$ cat src/hdl/rhbp_pkg.sv
// shared types and constants for the rtsp header block parser
`timescale 1ns / 1ps

package rhbp_pkg;

    localparam int POSITION_BITS = 16;
    localparam int MAX_HEADERS   = 64;

    // position counter carries one extra bit so it can sit at the limit plus one
    localparam int POS_W = POSITION_BITS + 1;
    localparam logic [POS_W-1:0] POS_LIMIT = POS_W'((64'd1 << POSITION_BITS) - 64'd1);
    localparam logic [POS_W-1:0] POS_STOP  = POS_W'(64'd1 << POSITION_BITS);

    localparam int CAP_W   = 7;
    localparam int INDEX_W = 6;
    localparam logic [CAP_W-1:0] CAP_RESET = CAP_W'(16);
    localparam logic [CAP_W-1:0] CAP_MAX   = CAP_W'(MAX_HEADERS);

    localparam logic [7:0] CH_CR    = 8'h0D;
    localparam logic [7:0] CH_LF    = 8'h0A;
    localparam logic [7:0] CH_COLON = 8'h3A;
    localparam logic [7:0] CH_SPACE = 8'h20;

    localparam int VALUE_GAP = 2;

    localparam int FIFO_DEPTH = 4;
    localparam int FIFO_AW    = $clog2(FIFO_DEPTH);
    localparam int FIFO_CW    = $clog2(FIFO_DEPTH + 1);

    typedef enum logic [1:0] {
        KIND_HEADER = 2'd0,
        KIND_DONE   = 2'd1,
        KIND_ERROR  = 2'd2
    } kind_t;

    typedef enum logic [2:0] {
        ERR_NONE            = 3'd0,
        ERR_NOT_ENOUGH_DATA = 3'd1,
        ERR_MISSING_CRLF    = 3'd2,
        ERR_INVALID_HEADER  = 3'd3,
        ERR_EXCESS_HEADERS  = 3'd4,
        ERR_TOO_LONG        = 3'd5
    } error_t;

    typedef enum logic [1:0] {
        PH_LINE = 2'd0,
        PH_CR   = 2'd1,
        PH_DONE = 2'd2
    } phase_t;

    typedef struct packed {
        kind_t                    result_kind;
        error_t                   error_code;
        logic [INDEX_W-1:0]       header_index;
        logic [POSITION_BITS-1:0] key_start;
        logic [POSITION_BITS-1:0] key_length;
        logic [POSITION_BITS-1:0] value_start;
        logic [POSITION_BITS-1:0] value_length;
        logic [POSITION_BITS-1:0] bytes_consumed;
        logic                     last_of_run;
    } result_t;

    typedef struct packed {
        logic push0;
        logic push1;
    } fifo_push_t;

    typedef struct packed {
        logic room;
    } fifo_status_t;

    function automatic result_t make_error(error_t code);
        result_t r;
        r                = '0;
        r.result_kind    = KIND_ERROR;
        r.error_code     = code;
        return r;
    endfunction

endpackage

$ cat src/hdl/rhbp_stream_if.sv
// byte stream channel into the parser
`timescale 1ns / 1ps

interface rhbp_stream_if;
    logic       valid;
    logic       ready;
    logic [7:0] data_byte;
    logic       end_of_buffer;

    modport source (output valid, output data_byte, output end_of_buffer, input ready);
    modport sink   (input valid, input data_byte, input end_of_buffer, output ready);
endinterface

$ cat src/hdl/rhbp_result_if.sv
// result channel out of the parser
`timescale 1ns / 1ps

interface rhbp_result_if;
    logic                                valid;
    logic                                ready;
    logic [1:0]                          result_kind;
    logic [2:0]                          error_code;
    logic [rhbp_pkg::INDEX_W-1:0]        header_index;
    logic [rhbp_pkg::POSITION_BITS-1:0]  key_start;
    logic [rhbp_pkg::POSITION_BITS-1:0]  key_length;
    logic [rhbp_pkg::POSITION_BITS-1:0]  value_start;
    logic [rhbp_pkg::POSITION_BITS-1:0]  value_length;
    logic [rhbp_pkg::POSITION_BITS-1:0]  bytes_consumed;
    logic                                last_of_run;

    modport source (
        output valid, output result_kind, output error_code, output header_index,
        output key_start, output key_length, output value_start, output value_length,
        output bytes_consumed, output last_of_run, input ready
    );
    modport sink (
        input valid, input result_kind, input error_code, input header_index,
        input key_start, input key_length, input value_start, input value_length,
        input bytes_consumed, input last_of_run, output ready
    );
endinterface

$ cat src/hdl/rhbp_core.sv
// input register and per-byte line parser producing up to two results
`timescale 1ns / 1ps

module rhbp_core (
    input  logic                          clk,
    input  logic                          rst_n,
    rhbp_stream_if.sink                   stream,
    input  logic [rhbp_pkg::CAP_W-1:0]    capacity,
    input  rhbp_pkg::fifo_status_t        status,
    output rhbp_pkg::fifo_push_t          push,
    output rhbp_pkg::result_t             first,
    output rhbp_pkg::result_t             second
);

    localparam int PB = rhbp_pkg::POSITION_BITS;
    localparam int PW = rhbp_pkg::POS_W;
    localparam int CW = rhbp_pkg::CAP_W;

    logic                 in_valid_reg, in_valid_next;
    logic [7:0]           in_byte_reg;
    logic                 in_eob_reg;

    rhbp_pkg::phase_t     phase_reg, phase_next;
    logic [PW-1:0]        pos_reg, pos_next;
    logic [PB-1:0]        line_start_reg, line_start_next;
    logic [PB-1:0]        colon_pos_reg, colon_pos_next;
    logic                 colon_seen_reg, colon_seen_next;
    logic                 space_ok_reg, space_ok_next;
    logic [CW-1:0]        emitted_reg, emitted_next;

    logic                 accept;
    logic                 proc;
    logic [PB-1:0]        pos_low;
    logic [PB-1:0]        cr_pos;
    logic [PB-1:0]        colon_dist;
    logic [CW-1:0]        cap_eff;
    logic                 too_long;
    logic                 is_cr;
    logic                 is_lf;
    logic                 blank;
    logic                 line_ok;
    logic                 full;
    logic                 good_record;
    logic                 emit0;
    logic                 emit1;

    assign proc         = in_valid_reg && status.room;
    assign stream.ready = !in_valid_reg || status.room;
    assign accept       = stream.valid && stream.ready;
    assign in_valid_next = accept || (in_valid_reg && !proc);

    always_ff @(posedge clk or negedge rst_n)
    begin
        if (!rst_n)
        begin
            in_valid_reg <= 1'b0;
        end
        else
        begin
            in_valid_reg <= in_valid_next;
        end
    end

    always_ff @(posedge clk)
    begin
        if (accept)
        begin
            in_byte_reg <= stream.data_byte;
            in_eob_reg  <= stream.end_of_buffer;
        end
    end

    // line checks on the registered byte
    assign pos_low    = pos_reg[PB-1:0];
    assign cr_pos     = pos_low - PB'(1);
    assign colon_dist = cr_pos - colon_pos_reg;
    assign cap_eff    = (capacity > rhbp_pkg::CAP_MAX) ? rhbp_pkg::CAP_MAX : capacity;
    assign too_long   = pos_reg >= rhbp_pkg::POS_LIMIT;
    assign is_cr      = in_byte_reg == rhbp_pkg::CH_CR;
    assign is_lf      = in_byte_reg == rhbp_pkg::CH_LF;
    assign blank      = cr_pos == line_start_reg;
    assign line_ok    = colon_seen_reg && (colon_pos_reg > line_start_reg) && space_ok_reg
                        && (colon_dist > PB'(rhbp_pkg::VALUE_GAP));
    assign full       = emitted_reg >= cap_eff;
    assign good_record = is_lf && !blank && line_ok && !full;

    // next state
    always_comb
    begin
        phase_next      = phase_reg;
        line_start_next = line_start_reg;
        colon_pos_next  = colon_pos_reg;
        colon_seen_next = colon_seen_reg;
        space_ok_next   = space_ok_reg;
        emitted_next    = emitted_reg;
        pos_next        = (pos_reg < rhbp_pkg::POS_STOP) ? pos_reg + PW'(1) : pos_reg;
        if (phase_reg != rhbp_pkg::PH_DONE && too_long)
        begin
            phase_next = rhbp_pkg::PH_DONE;
        end
        else
        begin
            unique case (phase_reg)
                rhbp_pkg::PH_LINE:
                begin
                    if (is_cr)
                    begin
                        phase_next = rhbp_pkg::PH_CR;
                    end
                    else
                    begin
                        if (colon_seen_reg && pos_low == colon_pos_reg + PB'(1)
                            && in_byte_reg == rhbp_pkg::CH_SPACE)
                        begin
                            space_ok_next = 1'b1;
                        end
                        if (!colon_seen_reg && in_byte_reg == rhbp_pkg::CH_COLON)
                        begin
                            colon_seen_next = 1'b1;
                            colon_pos_next  = pos_low;
                        end
                    end
                end
                rhbp_pkg::PH_CR:
                begin
                    if (good_record)
                    begin
                        emitted_next    = emitted_reg + CW'(1);
                        line_start_next = pos_low + PB'(1);
                        colon_seen_next = 1'b0;
                        space_ok_next   = 1'b0;
                        colon_pos_next  = '0;
                        phase_next      = rhbp_pkg::PH_LINE;
                    end
                    else
                    begin
                        phase_next = rhbp_pkg::PH_DONE;
                    end
                end
                rhbp_pkg::PH_DONE:
                begin
                    phase_next = rhbp_pkg::PH_DONE;
                end
                default:
                begin
                    phase_next = rhbp_pkg::PH_DONE;
                end
            endcase
        end
        // last byte of the buffer always returns to a fresh block
        if (in_eob_reg)
        begin
            phase_next      = rhbp_pkg::PH_LINE;
            pos_next        = '0;
            line_start_next = '0;
            colon_pos_next  = '0;
            colon_seen_next = 1'b0;
            space_ok_next   = 1'b0;
            emitted_next    = '0;
        end
    end

    // results for this byte
    always_comb
    begin
        emit0  = 1'b0;
        emit1  = 1'b0;
        first  = rhbp_pkg::make_error(rhbp_pkg::ERR_NONE);
        second = rhbp_pkg::make_error(rhbp_pkg::ERR_MISSING_CRLF);
        if (phase_reg != rhbp_pkg::PH_DONE && too_long)
        begin
            emit0 = 1'b1;
            first = rhbp_pkg::make_error(rhbp_pkg::ERR_TOO_LONG);
        end
        else
        begin
            unique case (phase_reg)
                rhbp_pkg::PH_LINE:
                begin
                    if (in_eob_reg)
                    begin
                        emit0 = 1'b1;
                        first = rhbp_pkg::make_error(rhbp_pkg::ERR_NOT_ENOUGH_DATA);
                    end
                end
                rhbp_pkg::PH_CR:
                begin
                    emit0 = 1'b1;
                    if (!is_lf)
                    begin
                        first = rhbp_pkg::make_error(rhbp_pkg::ERR_MISSING_CRLF);
                    end
                    else if (blank)
                    begin
                        first                = '0;
                        first.result_kind    = rhbp_pkg::KIND_DONE;
                        first.error_code     = rhbp_pkg::ERR_NONE;
                        first.bytes_consumed = pos_low + PB'(1);
                    end
                    else if (!line_ok)
                    begin
                        first = rhbp_pkg::make_error(rhbp_pkg::ERR_INVALID_HEADER);
                    end
                    else if (full)
                    begin
                        first = rhbp_pkg::make_error(rhbp_pkg::ERR_EXCESS_HEADERS);
                    end
                    else
                    begin
                        first              = '0;
                        first.result_kind  = rhbp_pkg::KIND_HEADER;
                        first.error_code   = rhbp_pkg::ERR_NONE;
                        first.header_index = emitted_reg[rhbp_pkg::INDEX_W-1:0];
                        first.key_start    = line_start_reg;
                        first.key_length   = colon_pos_reg - line_start_reg;
                        first.value_start  = colon_pos_reg + PB'(rhbp_pkg::VALUE_GAP);
                        first.value_length = colon_dist - PB'(rhbp_pkg::VALUE_GAP);
                        // buffer ends right after a header line
                        emit1 = in_eob_reg;
                    end
                end
                rhbp_pkg::PH_DONE:
                begin
                    emit0 = 1'b0;
                end
                default:
                begin
                    emit0 = 1'b0;
                end
            endcase
        end
        first.last_of_run  = !emit1;
        second.last_of_run = 1'b1;
    end

    assign push.push0 = proc && emit0;
    assign push.push1 = proc && emit1;

    always_ff @(posedge clk or negedge rst_n)
    begin
        if (!rst_n)
        begin
            phase_reg      <= rhbp_pkg::PH_LINE;
            pos_reg        <= '0;
            line_start_reg <= '0;
            colon_pos_reg  <= '0;
            colon_seen_reg <= 1'b0;
            space_ok_reg   <= 1'b0;
            emitted_reg    <= '0;
        end
        else if (proc)
        begin
            phase_reg      <= phase_next;
            pos_reg        <= pos_next;
            line_start_reg <= line_start_next;
            colon_pos_reg  <= colon_pos_next;
            colon_seen_reg <= colon_seen_next;
            space_ok_reg   <= space_ok_next;
            emitted_reg    <= emitted_next;
        end
    end

endmodule

$ cat src/hdl/rhbp_result_fifo.sv
// result register queue, takes up to two results a cycle and hands out one
`timescale 1ns / 1ps

module rhbp_result_fifo (
    input  logic                    clk,
    input  logic                    rst_n,
    input  rhbp_pkg::fifo_push_t    push,
    input  rhbp_pkg::result_t       first,
    input  rhbp_pkg::result_t       second,
    output rhbp_pkg::fifo_status_t  status,
    rhbp_result_if.source           result
);

    localparam int AW = rhbp_pkg::FIFO_AW;
    localparam int CW = rhbp_pkg::FIFO_CW;

    rhbp_pkg::result_t  entry_reg [rhbp_pkg::FIFO_DEPTH];
    logic [AW-1:0]      wr_ptr_reg, wr_ptr_next;
    logic [AW-1:0]      rd_ptr_reg, rd_ptr_next;
    logic [CW-1:0]      count_reg, count_next;
    logic [1:0]         n_push;
    logic               pop;
    rhbp_pkg::result_t  head;

    assign n_push = {1'b0, push.push0} + {1'b0, push.push1};
    assign pop    = result.valid && result.ready;

    // room for two more, ignoring a pop in the same cycle
    assign status.room = count_reg <= CW'(rhbp_pkg::FIFO_DEPTH - 2);

    assign wr_ptr_next = wr_ptr_reg + AW'(n_push);
    assign rd_ptr_next = rd_ptr_reg + AW'(pop);
    assign count_next  = count_reg + CW'(n_push) - CW'(pop);

    always_ff @(posedge clk or negedge rst_n)
    begin
        if (!rst_n)
        begin
            wr_ptr_reg <= '0;
            rd_ptr_reg <= '0;
            count_reg  <= '0;
        end
        else
        begin
            wr_ptr_reg <= wr_ptr_next;
            rd_ptr_reg <= rd_ptr_next;
            count_reg  <= count_next;
        end
    end

    always_ff @(posedge clk)
    begin
        if (push.push0)
        begin
            entry_reg[wr_ptr_reg] <= first;
        end
        if (push.push1)
        begin
            entry_reg[wr_ptr_reg + AW'(1)] <= second;
        end
    end

    assign head = entry_reg[rd_ptr_reg];

    assign result.valid          = count_reg != '0;
    assign result.result_kind    = head.result_kind;
    assign result.error_code     = head.error_code;
    assign result.header_index   = head.header_index;
    assign result.key_start      = head.key_start;
    assign result.key_length     = head.key_length;
    assign result.value_start    = head.value_start;
    assign result.value_length   = head.value_length;
    assign result.bytes_consumed = head.bytes_consumed;
    assign result.last_of_run    = head.last_of_run;

endmodule

$ cat src/hdl/rtsp_header_block_parser_unit.sv
// top level of the rtsp header block parser
//
// stream carries one byte of header text per item, with end_of_buffer set on
// the buffer's last byte. result carries header records, the done result of a
// blank line, and errors; last_of_run marks the final result caused by a byte.
// header_capacity_we / header_capacity_data write the record capacity register
// (values above 64 act as 64); it must be written only while the block is idle,
// which the block itself does not enforce. a result passes the input register,
// then parse logic into the result queue, before it is valid on result.
// throughput: one byte per cycle while the queue has room for two results; a
// byte that causes two results (a record and missing_crlf at the end of the
// buffer) is handed out as two items by the single-read result queue.
// reset clears the parse state, empties the queue and sets capacity to 16.
// when the receiver stalls, results wait in a four-entry queue; the byte
// stage stops once fewer than two entries are free, and stream.ready drops
// as soon as the input register is also full.
`timescale 1ns / 1ps

module rtsp_header_block_parser_unit (
    input  logic                          clk,
    input  logic                          rst_n,
    rhbp_stream_if.sink                   stream,
    rhbp_result_if.source                 result,
    input  logic                          header_capacity_we,
    input  logic [rhbp_pkg::CAP_W-1:0]    header_capacity_data
);

    logic [rhbp_pkg::CAP_W-1:0] capacity_reg;
    rhbp_pkg::fifo_status_t     status;
    rhbp_pkg::fifo_push_t       push;
    rhbp_pkg::result_t          first;
    rhbp_pkg::result_t          second;

    always_ff @(posedge clk or negedge rst_n)
    begin
        if (!rst_n)
        begin
            capacity_reg <= rhbp_pkg::CAP_RESET;
        end
        else if (header_capacity_we)
        begin
            capacity_reg <= header_capacity_data;
        end
    end

    rhbp_core u_core (
        .clk      (clk),
        .rst_n    (rst_n),
        .stream   (stream),
        .capacity (capacity_reg),
        .status   (status),
        .push     (push),
        .first    (first),
        .second   (second)
    );

    rhbp_result_fifo u_fifo (
        .clk    (clk),
        .rst_n  (rst_n),
        .push   (push),
        .first  (first),
        .second (second),
        .status (status),
        .result (result)
    );

endmodule

$ cat src/flat_wrapper.sv
// flat-port wrapper written by rule: the top's interface ports become plain ports
module rtsp_header_block_parser_unit_flat 
  (clk, rst_n, header_capacity_we, header_capacity_data, stream_valid, stream_data_byte, stream_end_of_buffer, stream_ready, result_valid, result_result_kind, result_error_code, result_header_index, result_key_start, result_key_length, result_value_start, result_value_length, result_bytes_consumed, result_last_of_run, result_ready);
  rhbp_stream_if stream_i ();
  rhbp_result_if result_i ();
  input  logic clk;
  input  logic rst_n;
  input  logic header_capacity_we;
  input  logic [rhbp_pkg::CAP_W-1:0] header_capacity_data;
  input wire logic [$bits(stream_i.valid)-1:0] stream_valid;
  input wire logic [$bits(stream_i.data_byte)-1:0] stream_data_byte;
  input wire logic [$bits(stream_i.end_of_buffer)-1:0] stream_end_of_buffer;
  output wire logic [$bits(stream_i.ready)-1:0] stream_ready;
  output wire logic [$bits(result_i.valid)-1:0] result_valid;
  output wire logic [$bits(result_i.result_kind)-1:0] result_result_kind;
  output wire logic [$bits(result_i.error_code)-1:0] result_error_code;
  output wire logic [$bits(result_i.header_index)-1:0] result_header_index;
  output wire logic [$bits(result_i.key_start)-1:0] result_key_start;
  output wire logic [$bits(result_i.key_length)-1:0] result_key_length;
  output wire logic [$bits(result_i.value_start)-1:0] result_value_start;
  output wire logic [$bits(result_i.value_length)-1:0] result_value_length;
  output wire logic [$bits(result_i.bytes_consumed)-1:0] result_bytes_consumed;
  output wire logic [$bits(result_i.last_of_run)-1:0] result_last_of_run;
  input wire logic [$bits(result_i.ready)-1:0] result_ready;
  assign stream_i.valid = stream_valid;
  assign stream_i.data_byte = stream_data_byte;
  assign stream_i.end_of_buffer = stream_end_of_buffer;
  assign stream_ready = stream_i.ready;
  assign result_valid = result_i.valid;
  assign result_result_kind = result_i.result_kind;
  assign result_error_code = result_i.error_code;
  assign result_header_index = result_i.header_index;
  assign result_key_start = result_i.key_start;
  assign result_key_length = result_i.key_length;
  assign result_value_start = result_i.value_start;
  assign result_value_length = result_i.value_length;
  assign result_bytes_consumed = result_i.bytes_consumed;
  assign result_last_of_run = result_i.last_of_run;
  assign result_i.ready = result_ready;
  rtsp_header_block_parser_unit u_core (.clk(clk), .rst_n(rst_n), .stream(stream_i), .result(result_i), .header_capacity_we(header_capacity_we), .header_capacity_data(header_capacity_data));
endmodule
$ cat config.mk
export PLATFORM = sky130hd
export DESIGN_NAME = rtsp_header_block_parser_unit_flat
export DESIGN_NICKNAME = d
export VERILOG_FILES = /design/src/hdl/rhbp_pkg.sv /design/src/hdl/rhbp_stream_if.sv /design/src/hdl/rhbp_result_if.sv /design/src/hdl/rhbp_core.sv /design/src/hdl/rhbp_result_fifo.sv /design/src/hdl/rtsp_header_block_parser_unit.sv /design/src/flat_wrapper.sv
export SDC_FILE = /design/constraint.sdc
export NUM_CORES = 1
export LEC_CHECK = 0
export ABC_CLOCK_PERIOD_IN_PS = 6220
export BUFFER_PORTS_ARGS = -buffer_cell sky130_fd_sc_hd__clkbuf_2
export CORE_UTILIZATION = 30
export DETAILED_ROUTE_END_ITERATION = 6
export PLACE_DENSITY_LB_ADDON = 0.2
export SYNTH_ARGS = -nofsm -noshare
export SYNTH_HDL_FRONTEND = slang
export SYNTH_SLANG_ARGS = --single-unit
$ cat constraint.sdc
create_clock -name clk -period 6.22 [get_ports clk]
set_clock_uncertainty 0.2 [all_clocks]
set_input_delay 0.933 -clock clk [delete_from_list [all_inputs] [get_ports clk]]
set_output_delay 0.933 -clock clk [all_outputs]
set_load 0.03 [all_outputs]
==> results of run 1 <==
cell type report:
cell class              instances  area [µm²]  share of cell area, %
flip-flops and latches        452        9520                   35.3
multi-input cells            1955       12900                   47.6
clock inverters                14         200                  0.741
well taps                    1040        1300                   4.82
repair buffers                196        1310                   4.86
clock buffers                  78        1570                   5.82
diodes                          1        2.50                0.00927
inverters                      61         229                  0.848
logic make-up after synthesis:
| logic type | share of synthesized area [%] |
|---|---|
| AOI/OAI and AO/OA | 15.7 |
| muxes | 9.68 |
| and+or+nand+nor | 21.8 |
| adders and majority gates | 2.98 |
| DFF | 40.6 |
| buffers and inverters | 5.21 |
| xor gates and xnor gates | 4.09 |
synthesized netlist by cell type, types with 5 or more instances:
cell and instances:
a22o_1 19, o21a_1 6, nor2_1 135, or3_1 103, nor2b_1 9, o21ai_1 5, o211a_1 5, nand2_1 374
o21ai_0 45, nand2b_1 17, buf_2 52, clkbuf_1 158, and2_1 12, a211o_1 5, a21boi_0 5, edfxtp_1 9
buf_1 26, or4_1 15, o21bai_1 13, inv_1 60, o311a_1 6, mux2_2 15, dfrtp_1 74, o31ai_1 15
nor4_1 12, a211oi_1 15, or2_2 7, nand4_1 26, a21oi_1 394, xnor2_1 72, and3_1 9, nor3_1 77
o211ai_1 17, xor2_1 35, a31oi_1 10, ha_1 51, o22ai_1 8, mux4_2 92, nand3_1 243, dfxtp_1 368
a21o_1 14
worst reg2reg max path: cells and delay by family (launching register included):
kind            cells  cell delay, ns
flops               1            0.47
buf+inv             4            0.34
compound gates      4            1.36
xor+xnor            2            0.28
fa+ha+maj           5            1.46
simple gates        7            1.73
power by group:
group          internal, mW  switching (mW)
logic                  1.33            2.64
registers              3.03           0.216
clock network          1.91            1.29
through the flow:
step	setup WS (ns)	total power, mW
floorplan	0.377	5.88
global placement	0.256	7.23
detailed placement	0.263	7.25
CTS	0.224	10.5
global route	0.0523	10.9
finish	0.271	10.4
layer usage:
metal,track usage (%),wire length (µm),vias to the layer above
li1,-,-,9718
met1,28.7,38000,10500
met2,35.5,40800,687
met3,2.57,4760,145
met4,7.53,3010,0
met5,0,0,-
final timing paths:
path                                                startpoint                             end  depth (start not counted)
worst min register to register  u_core.u_fifo.entry_reg[0][60]  u_core.u_fifo.entry_reg[0][60]                          2
worst max-delay path                  u_core.u_core.pos_reg[2]      u_core.u_fifo.count_reg[2]                         22
max in group asynchronous                                rst_n     u_core.u_fifo.rd_ptr_reg[1]                          2
worst max register to register        u_core.u_core.pos_reg[2]      u_core.u_fifo.count_reg[2]                         22
worst min-delay path                                     rst_n    u_core.u_core.emitted_reg[3]                          1
min in group clk                u_core.u_fifo.entry_reg[0][60]  u_core.u_fifo.entry_reg[0][60]                          2
==> flow_metrics.tcl, run 1 <==
set metrics [dict create \
    status "complete, no violations" \
    critical_path_buf_inv_count 4 \
    slew_headroom_pct 24.3 \
    whs_ns 0.0282 \
    core_mm2 0.0775 \
    cts_post_setup_buffers_inserted 0 \
    start_util_pct 30.3 \
    yosysUniqueCellTypes 91 \
    rsz0062_at_grt "false" \
    die_h_um 282 \
    syn_nets 2783 \
    clockBufferDepth 3 \
    fmax_ghz 0.168 \
    drc_errors 0 \
    syn_inst 2708 \
    layout.cells.non_filler 3797 \
    yosys.area.top_type_share_pct 31.4 \
    crit_top_cell "ha_1" \
    netlist_area_mm2 0.0235 \
    period_share_pct 95.6 \
    cts_buffers 53 \
    synth.area.top_cells "dfxtp_1, mux4_2, a21oi_1" \
    portBuffers 114 \
    gr-total-overflow 0 \
    grt_pass1_vias 20400 \
    fp.dieW_um 282 \
    wl_um 86500 \
    cts-resized-gates 0 \
    cpPeakStageDelay_ns 0.52 \
    num_vias 21000 \
    drtIter0Drc 1622 \
    dr.pass1.iters 6 \
    final_cell_mix "a21oi_1, nand2_1, dfxtp_1" \
    endpoint_kind "register" \
    cp.arrival_ns 6.25 \
    num_rows 102 \
    r2r_slack_ns 0.27 \
    leakage_nw 9.87 \
    path_clk_slew_ns 0.07 \
    fin_nets 2794 \
    cts_tree "built" \
    finalWeightedCongestion 0.918 \
    route.detailed.wl_per_inst_um 22.8 \
    yosys_warnings 0 \
    nFillCells 7973 \
    synth.avg_cell_area_um2 8.66 \
    synth_async_sr_flop_share_pct 16.6 \
    cts_max_level 2 \
    slew_violations 0 \
    crit_type "register to register" \
    cts.sinks 452 \
    antenna_found_initial 1 \
    dpl.hpwl_um 57100 \
    cp_data_required_time_ns 6.52 \
    grt_pass1_wl_um 130000 \
    final.setup.tns_ns 0 \
    postCtsHoldBufs 0 \
    cellPowerDensity_mw_per_mm2 386 \
    place_area_mm2 0.0252 \
    final_area_mm2 0.0270 \
    crit_slowest_cell "a2111oi_1" \
    utilization_pct 34.9 \
    ys_seq_area_share_pct 40.6 \
    clk_latency_ns 0.61 \
    via_per_inst 5.54 \
    largest_reg_flops 368 \
    setup.worst_path.start_class "register" \
    synth_enable_flop_cells 9 \
    ir_drop_mv 0.280 \
    period_minus_slack_ns 5.95 \
    finalSetupViolCount 0 \
    crit_family "simple AND/OR/NAND/NOR gates" \
    timing_hold_violations_final 0 \
    worstMarginPinSlew_ns 1.14 \
    synth-main-ff-cell "dfxtp_1" \
    io-pin-count 115 \
    area_growth_pct 15.1 \
    ys_seq_elements 452 \
    worstPathMaxFanout 7 \
    synth_largest_area_cell "dfxtp_1" \
    track_usage_pct 21.4 \
    ant_nets 0 \
    maxCapViolations 0 \
    die_area_mm2 0.0793 \
    layout-drive-gt1-share_pct 15.7 \
    hp-class "primary input to async pin" \
    clock-root-buffer "clkbuf_16" \
    crit_chain "or3_1 > or4_4 > nand2_1 > o21ai_0 > ha_1 > buf_4 > a2111oi_1 > nor3_1 > o21ai_0 > and4b_1 > nand4_1 > o311ai_4 > nor2_1 > ha_1 > inv_1 > ha_1 > inv_1 > ha_1 > inv_1 > fa_1 > xor2_1 > xnor2_1" \
    dp.cells 3704 \
    layout_commonest_cell "a21oi_1" \
    grt_max_degree 97 \
]
Note: power is estimated with default switching activity, not from simulation.
==> run 2: changes to the inputs <==
- RECOVER_POWER: not set -> 100
==> run 2 against run 1 <==
  * The flow now finishes with violations (max-capacitance violations, max-slew violations)
  * Count of clock-buffer cells in the layout unchanged
  * Combinational power barely moved
  * Non-clock buffer count stayed put
  * Routed wire length is essentially flat
  * Utilization is 0.28 points lower
  * Total power down 0.19%
  * Die area stayed put
==> flow_metrics.tcl, run 2 (synthesis results as in run 1) <==
set metrics [dict create \
    timing_hold_violations_final 0 \
    path_clk_slew_ns 0.06 \
    die_area_mm2 0.0793 \
    p_comb_share_pct 38.1 \
    final_cell_mix "a21oi_1, nand2_1, dfxtp_1" \
    ir_drop_mv 0.263 \
    cts.sinks 452 \
    crit_path_end "u_core.u_fifo.count_reg[2]" \
    num_rows 102 \
    violations "max-capacitance violations, max-slew violations" \
    slew_violations 203 \
    largest_reg_flops 368 \
    clockBufferDepth 3 \
    drc_errors 0 \
    io-pin-count 115 \
    ant_nets 0 \
    grt_max_degree 97 \
    status "finished with violations" \
    setup.worst_path.start_class "register" \
    dr.pass1.iters 5 \
    rsz0062_at_grt "false" \
    drtIter0Drc 1666 \
    track_usage_pct 21.4 \
    via_per_inst 5.53 \
    num_vias 21000 \
    core_mm2 0.0775 \
    gr-total-overflow 0 \
    slew_headroom_pct -131 \
    utilization_pct 34.6 \
    cts_buffers 53 \
    wl_um 86500 \
    cts-resized-gates 0 \
    leakage_nw 9.48 \
    finalSetupViolCount 0 \
    grt_pass1_wl_um 130000 \
    antennaDiodeCount 0 \
    fmax_ghz 0.168 \
    portBuffers 114 \
    postCtsHoldBufs 0 \
    worstPathMaxFanout 7 \
    swShare_pct 39.7 \
    whs_ns 0.248 \
    power_frac_clock_pct 30.7 \
    cts_tree "built" \
    crit_type "register to register" \
    cellPowerDensity_mw_per_mm2 389 \
    clk_latency_ns 0.62 \
    maxCapViolations 4 \
    area_growth_pct 14.2 \
    dpl.hpwl_um 57100 \
    fp.dieW_um 282 \
    final.setup.tns_ns 0 \
    power_mw 10.4 \
    grt_pass1_vias 20400 \
    hp-class "register to register" \
    final_area_mm2 0.0268 \
    period_minus_slack_ns 5.95 \
    route.detailed.wl_per_inst_um 22.8 \
    fin_nets 2794 \
    finalWeightedCongestion 0.918 \
    pwr-share-seq_pct 31.2 \
    period_share_pct 95.7 \
    worstMarginPinSlew_ns 3.47 \
    cp_data_required_time_ns 6.51 \
    startpoint "u_core.u_core.pos_reg[2]" \
    reg2regPathDepth 22 \
    worst_r2r_endpoint "u_core.u_fifo.count_reg[2]" \
    cts_max_level 2 \
    cts_post_setup_buffers_inserted 0 \
    p_switching_mw 4.14 \
    layout_commonest_cell "a21oi_1" \
    place_area_mm2 0.0252 \
    cp.arrival_ns 6.25 \
    antenna_found_initial 1 \
    clock-root-buffer "clkbuf_16" \
    endpoint_kind "register" \
    timing.rr.start "u_core.u_core.pos_reg[2]" \
    r2r_slack_ns 0.27 \
    layout-drive-gt1-share_pct 11.7 \
    die_h_um 282 \
    p_int_mw 6.27 \
    start_util_pct 30.3 \
]
## run 2: changes by cell type in the layout (fill, tap and decap cells not counted), sizes merged
| cell | previous run | this run |
|---|---|---|
| buf | 83 | 70 |
| clkbuf | 191 | 204 |
| diode | 1 | 0 |
## run 2: worst min-delay path by stage
stage | startpoint | to | slack, ns | cells past startpoint
2_1_floorplan | u_core.u_fifo.entry_reg[1][13] | u_core.u_fifo.entry_reg[1][13] | 0.23 | 2
3_3_place_gp | u_core.u_fifo.entry_reg[0][43] | u_core.u_fifo.entry_reg[0][43] | 0.23 | 2
3_5_place_dp | u_core.u_fifo.entry_reg[1][68] | u_core.u_fifo.entry_reg[1][68] | 0.24 | 2
4_1_cts | rst_n | u_core.capacity_reg[5] | 0.02 | 1
5_1_grt | u_core.u_fifo.entry_reg[3][77] | u_core.u_fifo.entry_reg[3][77] | 0.27 | 2
6_report | u_core.u_fifo.entry_reg[0][60] | u_core.u_fifo.entry_reg[0][60] | 0.25 | 2
## run 2: routing by layer
layer | track usage, % | share of wire [%]
met5 | 0 | 0
met4 | 7.53 | 3.6
met3 | 2.57 | 5.1
met2 | 35.5 | 47
met1 | 28.7 | 44
## run 2: area by class of cell
| cell class | instances | area (µm²) |
|---|---|---|
| Sequential cell | 452 | 9520 |
| Clock inverter | 14 | 200 |
| Tap cell | 1040 | 1300 |
| Clock buffer | 78 | 1570 |
| Inverter | 61 | 229 |
| Timing Repair Buffer | 196 | 1130 |
| Fill cell | 8043 | 50700 |
| Multi-Input combinational cell | 1955 | 12800 |
## run 2: critical path: stages, from the launching register on
cell	delay [ns]
dfrtp_1	0.47
or3_1	0.48
or4_4	0.48
nand2_1	0.09
o21ai_0	0.13
ha_1	0.37
o21a_1	0.13
nor2_1	0.18
a211oi_1	0.12
or2_4	0.31
o311ai_4	0.30
or4b_4	0.55
o311ai_4	0.41
nor2_1	0.10
ha_1	0.32
inv_1	0.05
ha_1	0.26
inv_1	0.06
ha_1	0.13
inv_1	0.05
fa_1	0.37
xor2_1	0.16
xnor2_1	0.12
## run 2: power groups by stage
stage,clock network (mW),registers [mW],logic (mW)
detailed placement,0,3.31,3.94
CTS,3.27,3.25,3.95
global route,3.38,3.27,4.27
floorplan,0,3.15,2.73
finish,3.20,3.25,3.96
global placement,0,3.31,3.93
## run 2: per-stage QoR
step | cells | setup slack, ns
after CTS | 3796 | 0.224
after global routing | 3796 | 0.0286
after floorplan | 2708 | 0.377
final | 3796 | 0.267
after detailed placement | 3704 | 0.263
after global placement | 3704 | 0.256
